<file path="config.mk">
export PLATFORM = sky130hd
export DESIGN_NAME = bracket_balance_checker_top
export DESIGN_NICKNAME = d
export VERILOG_FILES = /design/src/hdl/bbc_pkg.sv /design/src/hdl/bracket_balance_checker_top.sv /design/src/hdl/bbc_cell.sv
export SDC_FILE = /design/constraint.sdc
export NUM_CORES = 2
export LEC_CHECK = 0
export ABC_AREA = 1
export CAP_MARGIN = 20
export CORE_MARGIN = 1.5
export CORE_UTILIZATION = 50
export CTS_CLUSTER_SIZE = 28
export DETAILED_ROUTE_END_ITERATION = 6
export DONT_BUFFER_PORTS = 1
export PLACE_DENSITY = 0.75
export SYNTH_ARGS = -nofsm -noshare
export SYNTH_HDL_FRONTEND = slang
export SYNTH_HIERARCHICAL = 1
export SYNTH_SLANG_ARGS = --single-unit
</file>
<file path="constraint.sdc">
create_clock -name clock -period 267.9 [get_ports clock]
set_clock_uncertainty 0.2 [all_clocks]
set_input_delay 40.185 -clock clock [delete_from_list [all_inputs] [get_ports clock]]
set_output_delay 40.185 -clock clock [all_outputs]
set_load 0.02 [all_outputs]
</file>
<file path="src/hdl/bbc_pkg.sv">
package bbc_pkg;

   localparam int STACK_DEPTH = 1024;

   localparam int CODE_W = 2;

   // opener / closer codes
   localparam logic [CODE_W-1:0] CODE_BRACE  = 2'd0;
   localparam logic [CODE_W-1:0] CODE_SQUARE = 2'd1;
   localparam logic [CODE_W-1:0] CODE_PAREN  = 2'd2;
   localparam logic [CODE_W-1:0] CODE_NONE   = 2'd3;

   localparam logic [7:0] CHAR_LBRACE  = 8'h7B; // {
   localparam logic [7:0] CHAR_LSQUARE = 8'h5B; // [
   localparam logic [7:0] CHAR_LPAREN  = 8'h28; // (
   localparam logic [7:0] CHAR_RBRACE  = 8'h7D; // }
   localparam logic [7:0] CHAR_RSQUARE = 8'h5D; // ]
   localparam logic [7:0] CHAR_RPAREN  = 8'h29; // )

   // shift command for the cell row
   typedef struct packed {
      logic push;
      logic pop;
   } stack_ctrl_type;

   function automatic logic [CODE_W-1:0] opener_code(input logic [7:0] ch);
      logic [CODE_W-1:0] code;
      code = CODE_NONE;
      if (ch == CHAR_LBRACE)       code = CODE_BRACE;
      else if (ch == CHAR_LSQUARE) code = CODE_SQUARE;
      else if (ch == CHAR_LPAREN)  code = CODE_PAREN;
      return code;
   endfunction

   function automatic logic [CODE_W-1:0] closer_code(input logic [7:0] ch);
      logic [CODE_W-1:0] code;
      code = CODE_NONE;
      if (ch == CHAR_RBRACE)       code = CODE_BRACE;
      else if (ch == CHAR_RSQUARE) code = CODE_SQUARE;
      else if (ch == CHAR_RPAREN)  code = CODE_PAREN;
      return code;
   endfunction

endpackage

</file>
<file path="src/hdl/bracket_balance_checker_top.sv">
// The verdict of a line_end transaction is registered in the output register, or in the skid entry while that waits.
// Throughput: 1 character per cycle while req_stall is low; every push or pop shifts the whole cell row at once.
// A two-entry output (register plus skid) lets input flow on while one verdict waits.
// Reset (synchronous, active high) clears the depth count, the failure flag and the
// output valids; stack cells are not cleared and no clearing pass is needed.
module bracket_balance_checker_top #(
   parameter int STACK_DEPTH = bbc_pkg::STACK_DEPTH
) (
   input  logic       clock,
   input  logic       reset,
   // request channel
   input  logic       req_valid,
   output logic       req_stall,
   input  logic [7:0] req_symbol,
   input  logic       req_line_end,
   // response channel
   output logic       rsp_valid,
   input  logic       rsp_stall,
   output logic       rsp_well_formed
);

   localparam int CNT_W = $clog2(STACK_DEPTH + 1);

   // ------------------------------------------------------------------
   // Stack: a row of cells, cell 0 is the top. Occupancy lives in a
   // separate counter; cells at or below the count hold stale data.
   // ------------------------------------------------------------------
   logic [CNT_W-1:0]           depth_ff, depth_in;
   logic                       failed_ff, failed_in;
   bbc_pkg::stack_ctrl_type    ctrl;
   logic [bbc_pkg::CODE_W-1:0] cell_code [STACK_DEPTH];
   logic [bbc_pkg::CODE_W-1:0] push_code;

   // output register and skid entry
   logic rsp_valid_ff,  rsp_valid_in;
   logic rsp_wf_ff,     rsp_wf_in;
   logic skid_valid_ff, skid_valid_in;
   logic skid_wf_ff,    skid_wf_in;

   logic req_fire, rsp_fire;
   logic verdict_valid, verdict;
   logic is_opener, stack_full, stack_empty;

   assign req_stall = skid_valid_ff;
   assign req_fire  = req_valid && !req_stall;
   assign rsp_fire  = rsp_valid_ff && !rsp_stall;

   assign push_code   = bbc_pkg::opener_code(req_symbol);
   assign is_opener   = (push_code != bbc_pkg::CODE_NONE);
   assign stack_full  = (depth_ff == CNT_W'(STACK_DEPTH));
   assign stack_empty = (depth_ff == '0);

   // Character handling. After a failure the rest of the line is dropped.
   always_comb begin
      depth_in      = depth_ff;
      failed_in     = failed_ff;
      ctrl          = '0;
      verdict_valid = 1'b0;
      verdict       = !failed_ff && stack_empty;
      if (req_fire) begin
         if (req_line_end) begin
            verdict_valid = 1'b1;
            depth_in      = '0;
            failed_in     = 1'b0;
         end else if (!failed_ff) begin
            if (is_opener) begin
               if (stack_full) begin
                  failed_in = 1'b1;   // overflow counts as a failure
               end else begin
                  ctrl.push = 1'b1;
                  depth_in  = depth_ff + 1'b1;
               end
            end else if (stack_empty) begin
               failed_in = 1'b1;      // closer with nothing open
            end else begin
               ctrl.pop = 1'b1;
               depth_in = depth_ff - 1'b1;
               if (bbc_pkg::closer_code(req_symbol) != cell_code[0]) begin
                  failed_in = 1'b1;
               end
            end
         end
      end
   end

   genvar i;
   generate
      for (i = 0; i < STACK_DEPTH; i++) begin : g_cell
         logic [bbc_pkg::CODE_W-1:0] up_code, down_code;
         if (i == 0) begin : g_first
            assign up_code = push_code;
         end else begin : g_mid_up
            assign up_code = cell_code[i-1];
         end
         if (i == STACK_DEPTH - 1) begin : g_last
            assign down_code = cell_code[i];
         end else begin : g_mid_down
            assign down_code = cell_code[i+1];
         end
         bbc_cell u_cell (
            .clock     (clock),
            .ctrl      (ctrl),
            .from_up   (up_code),
            .from_down (down_code),
            .code      (cell_code[i])
         );
      end
   endgenerate

   // ------------------------------------------------------------------
   // Response side: the skid entry catches a verdict that arrives while
   // the output register is stalled; input stalls only while it is full.
   // ------------------------------------------------------------------
   always_comb begin
      rsp_valid_in  = rsp_valid_ff;
      rsp_wf_in     = rsp_wf_ff;
      skid_valid_in = skid_valid_ff;
      skid_wf_in    = skid_wf_ff;
      if (skid_valid_ff) begin
         if (rsp_fire) begin
            rsp_valid_in  = 1'b1;
            rsp_wf_in     = skid_wf_ff;
            skid_valid_in = 1'b0;
         end
      end else if (!rsp_valid_ff || rsp_fire) begin
         rsp_valid_in = verdict_valid;
         rsp_wf_in    = verdict;
      end else if (verdict_valid) begin
         skid_valid_in = 1'b1;
         skid_wf_in    = verdict;
      end
   end

   always_ff @(posedge clock) begin
      if (reset) begin
         depth_ff      <= '0;
         failed_ff     <= 1'b0;
         rsp_valid_ff  <= 1'b0;
         skid_valid_ff <= 1'b0;
      end else begin
         depth_ff      <= depth_in;
         failed_ff     <= failed_in;
         rsp_valid_ff  <= rsp_valid_in;
         skid_valid_ff <= skid_valid_in;
      end
      rsp_wf_ff  <= rsp_wf_in;
      skid_wf_ff <= skid_wf_in;
   end

   assign rsp_valid       = rsp_valid_ff;
   assign rsp_well_formed = rsp_wf_ff;

endmodule

</file>
<file path="src/hdl/bbc_cell.sv">
// One stack slot. Push takes the neighbor above, pop the neighbor below.
module bbc_cell (
   input  logic                        clock,
   input  bbc_pkg::stack_ctrl_type     ctrl,
   input  logic [bbc_pkg::CODE_W-1:0]  from_up,
   input  logic [bbc_pkg::CODE_W-1:0]  from_down,
   output logic [bbc_pkg::CODE_W-1:0]  code
);

   logic [bbc_pkg::CODE_W-1:0] code_ff;
   logic [bbc_pkg::CODE_W-1:0] code_in;

   always_comb begin
      code_in = code_ff;
      if (ctrl.push) begin
         code_in = from_up;
      end else if (ctrl.pop) begin
         code_in = from_down;
      end
   end

   always_ff @(posedge clock) begin
      code_ff <= code_in;
   end

   assign code = code_ff;

endmodule

</file>
==> flow_summary.yaml <==
cells_and_area:
  final_util_pct: 55.8
  drive_gt1_share_pct: 3.33
  finalNonFillerCells: 13400
  synthToLayoutAreaGrowth_pct: 10.5
  final_nets: 10800
drt:
  drc: 0
  ant_nets: 0
  vias_per_cell: 4.82
  routed_wl_mm: 162
  num_vias: 64700
  drt_iter0_markers: 4782
  drtPass1Iterations: 6
  routedWlPerCell_um: 12.1
synthesis:
  syn-instance-count: 10500
  yosysMostFrequentCell: "nand2_1"
  synthTopCellsByArea: "edfxtp_1 (64%), nand2_1 (24%), or2_1 (6.7%), inv_1 (4.1%), dfxtp_1 (0.29%)"
  synth_common_cells: "nand2_1 (6,206), edfxtp_1 (2,050), inv_1 (1,057)"
  synth_seq_area_share_pct: 64.2
  synth_area_leader_cell: "edfxtp_1"
  ys_warn_count: 6
  synth_top_area_share_pct: 63.9
  yosys_register_bits: 2064
  synth-edff-count: 2050
  syn_area_per_cell_um2: 9.19
  synthFlopType: "edfxtp_1"
  synth.cell_area_um2: 96300
  synth_fp_nets: 10500
  synth_cell_type_count: 28
  async_flop_share_pct: 0
global_route:
  grt_max_degree: 309
  grt_pass1_wl_mm: 280
  grtUsageTotal_pct: 16.5
  first_global_vias: 64000
  grt_overflow_total: 0
  antenna_found_initial: 1
sta:
  worstMarginPinSlew_ps: 1110
  relSlewSlack_pct: 26.2
  rsz0062_at_grt: "false"
  setup_slack_ps: 221670
  max_freq_mhz: 21.6
  finalMaxSlewViolations: 0
  setup_violations: 0
  fin_setup_tns_ps: 0
  layout_worst_path_cycle_share_pct: 17.3
  period_minus_slack_ps: 46230
  hold_violations: 0
place:
  place_ws_ps: 220620
  hpwl_mm: 104
  place.port_buffers: 0
  placed_cells: 13000
  gp_congestion: 0.766
power:
  finalPower_mw: 0.774
  p_per_area_nw_per_um2: 7.28
  pwr-share-comb_pct: 9.4
  ir_worst_vdd_uv: 6.90
  p_leak_nw: 45.2
  p_switching_mw: 0.186
  seq_power_share_pct: 55.1
  p_int_mw: 0.588
  clkPwrFrac_pct: 35.6
  p_sw_share_pct: 24.0
run:
  cap_viol_max_count: 0
worst_hold_path:
  hp-class: "reg2reg"
floorplanning:
  dieHeight_um: 442
  die_width_um: 442
  io_pins: 16
  num_rows: 160
  start_util_pct: 50.5
  dieArea_um2: 195000
  fp.coreArea_um2: 191000
critical_path:
  endpoint: "g_cell[810].u_cell/code[1]"
  rr_endpoint: "g_cell[810].u_cell/code[1]"
  crit_fanout: 112
  worstPathArrival_ps: 46590
  critPathBufInv: 10
  slowest_delay_ps: 810
  worstSetupPathDepth: 18
  start_kind: "input pin"
  crit_path_end_kind: "flop"
  r2r_setup_slack_ps: 260680
  crit_chain: "inv_1 -> nand2_1 -> nor2_1 -> nand2_1 -> nand2_2 -> nor2_2 -> nor3_2 -> buf_4 -> buf_16 -> buf_4 -> buf_4 -> buf_4 -> buf_4 -> buf_4 -> buf_4 -> inv_1 -> nand2_1 -> nand2_1"
  crit_start: "req_symbol[5]"
  r2r-start: "req_stall"
  required_ps: 268260
  crit_family: "buffers and inverters"
  timing.critical_path.mode_cell: "buf_4"
  ff2ff_path_depth: 16
  crit_slowest_cell: "buf_4"
  crit_type: "in2reg"
cts:
  cts-root-buf: "clkbuf_16"
  hold_buffers: 0
  cts_setup_buffers: 0
  cts_resized: 0
  clk_latency_ps: 850
  ctsHtreeMaxLevel: 4
  numClockSinks: 2064
  cts_tree: "done"
  cts-buffers-inserted: 212
  clockBufferDepth: 3
  clk_pin_slew_ps: 60
outcome:
  status: "complete, no violations"
[how the worst min path moves through the flow]
stage	depth (start not counted)	from	endpoint	slack (ps)
after global routing	2	depth_ff[9]	depth_ff[9]	300
final	2	failed_ff	failed_ff	280
after global placement	2	failed_ff	failed_ff	270
after CTS	2	depth_ff[2]	depth_ff[2]	280
after floorplan	2	depth_ff[2]	depth_ff[2]	250
after detailed placement	2	depth_ff[2]	depth_ff[2]	270
[worst min-delay path: cells and delay by family (launching register included)]
| family | cells | cell delay (ps) |
|---|---|---|
| DFF | 1 | 330 |
| buffers and inverters | 1 | 50 |
| AOI/OAI and AO/OA | 1 | 50 |
[per-stage QoR]
stage	area [um^2]	hold WS (ps)
global placement	99800	266
global route	106000	300
CTS	106000	282
floorplan	96300	248
detailed placement	99800	273
finish	106000	280
[power groups by stage]
stage | clock, mW | sequential [mW] | combinational (mW)
CTS | 0.284 | 0.427 | 0.0738
global route | 0.297 | 0.431 | 0.0843
detailed placement | 0 | 0.433 | 0.0735
global placement | 0 | 0.432 | 0.0678
floorplan | 0 | 0.430 | 0.0939
finish | 0.275 | 0.426 | 0.0726
[area by class of cell]
class,count,area [um^2]
Multi-Input combinational cell,7355,30500
Inverter,1059,3980
Sequential cell,2064,61800
Antenna cell,1,2.50
Timing Repair Buffer,46,488
Clock buffer,273,5600
Clock inverter,116,882
Fill cell,16100,84400
Tap cell,2511,3140
[cells in the final DEF, fill, tap and decap left out, types with 8 or more instances in the layout]
master | synthesis | layout
a21oi_1 | 14 | 14
a21oi_2 | 8 | 8
buf_4 | 0 | 37
clkbuf_1 | 1 | 58
clkbuf_16 | 0 | 215
clkinv_1 | 0 | 48
clkinv_2 | 0 | 42
dfxtp_1 | 14 | 14
edfxtp_1 | 2050 | 2050
ha_1 | 9 | 9
inv_1 | 1057 | 1057
nand2_1 | 6206 | 6206
nand2_2 | 13 | 13
nand3_1 | 14 | 14
nor2_1 | 36 | 35
or2_1 | 1025 | 1025
[sequential cells by signal, summed over array words and instances (netlist names)]
| signal | cells |
|---|---|
| g_cell.u_cell/code | 2048 |
| depth_ff | 11 |
| failed_ff | 1 |
| req_stall | 1 |
| rsp_valid | 1 |
| rsp_well_formed | 1 |
| skid_wf_ff | 1 |
[per-layer routing]
layer	part of all wire [%]	wire length, um	track usage [%]
met1	46	74500	21.8
met2	49	78600	28.3
met3	3.6	5770	2.54
met4	1.9	3010	4.40
met5	0	0	0
[cell families (layout without fill, tap and decap cells)]
kind of cell | count (synthesis) | in the layout | share of synthesized area (%)
other cells | 0 | 1 | 0
xor+xnor | 7 | 7 | 0.0636
fa+ha+maj | 10 | 10 | 0.138
compound gates | 31 | 31 | 0.203
simple gates | 7307 | 7307 | 31.2
flops | 2064 | 2064 | 64.2
buf+inv | 1062 | 1494 | 4.16
Note: power is estimated with default switching activity, not from simulation.
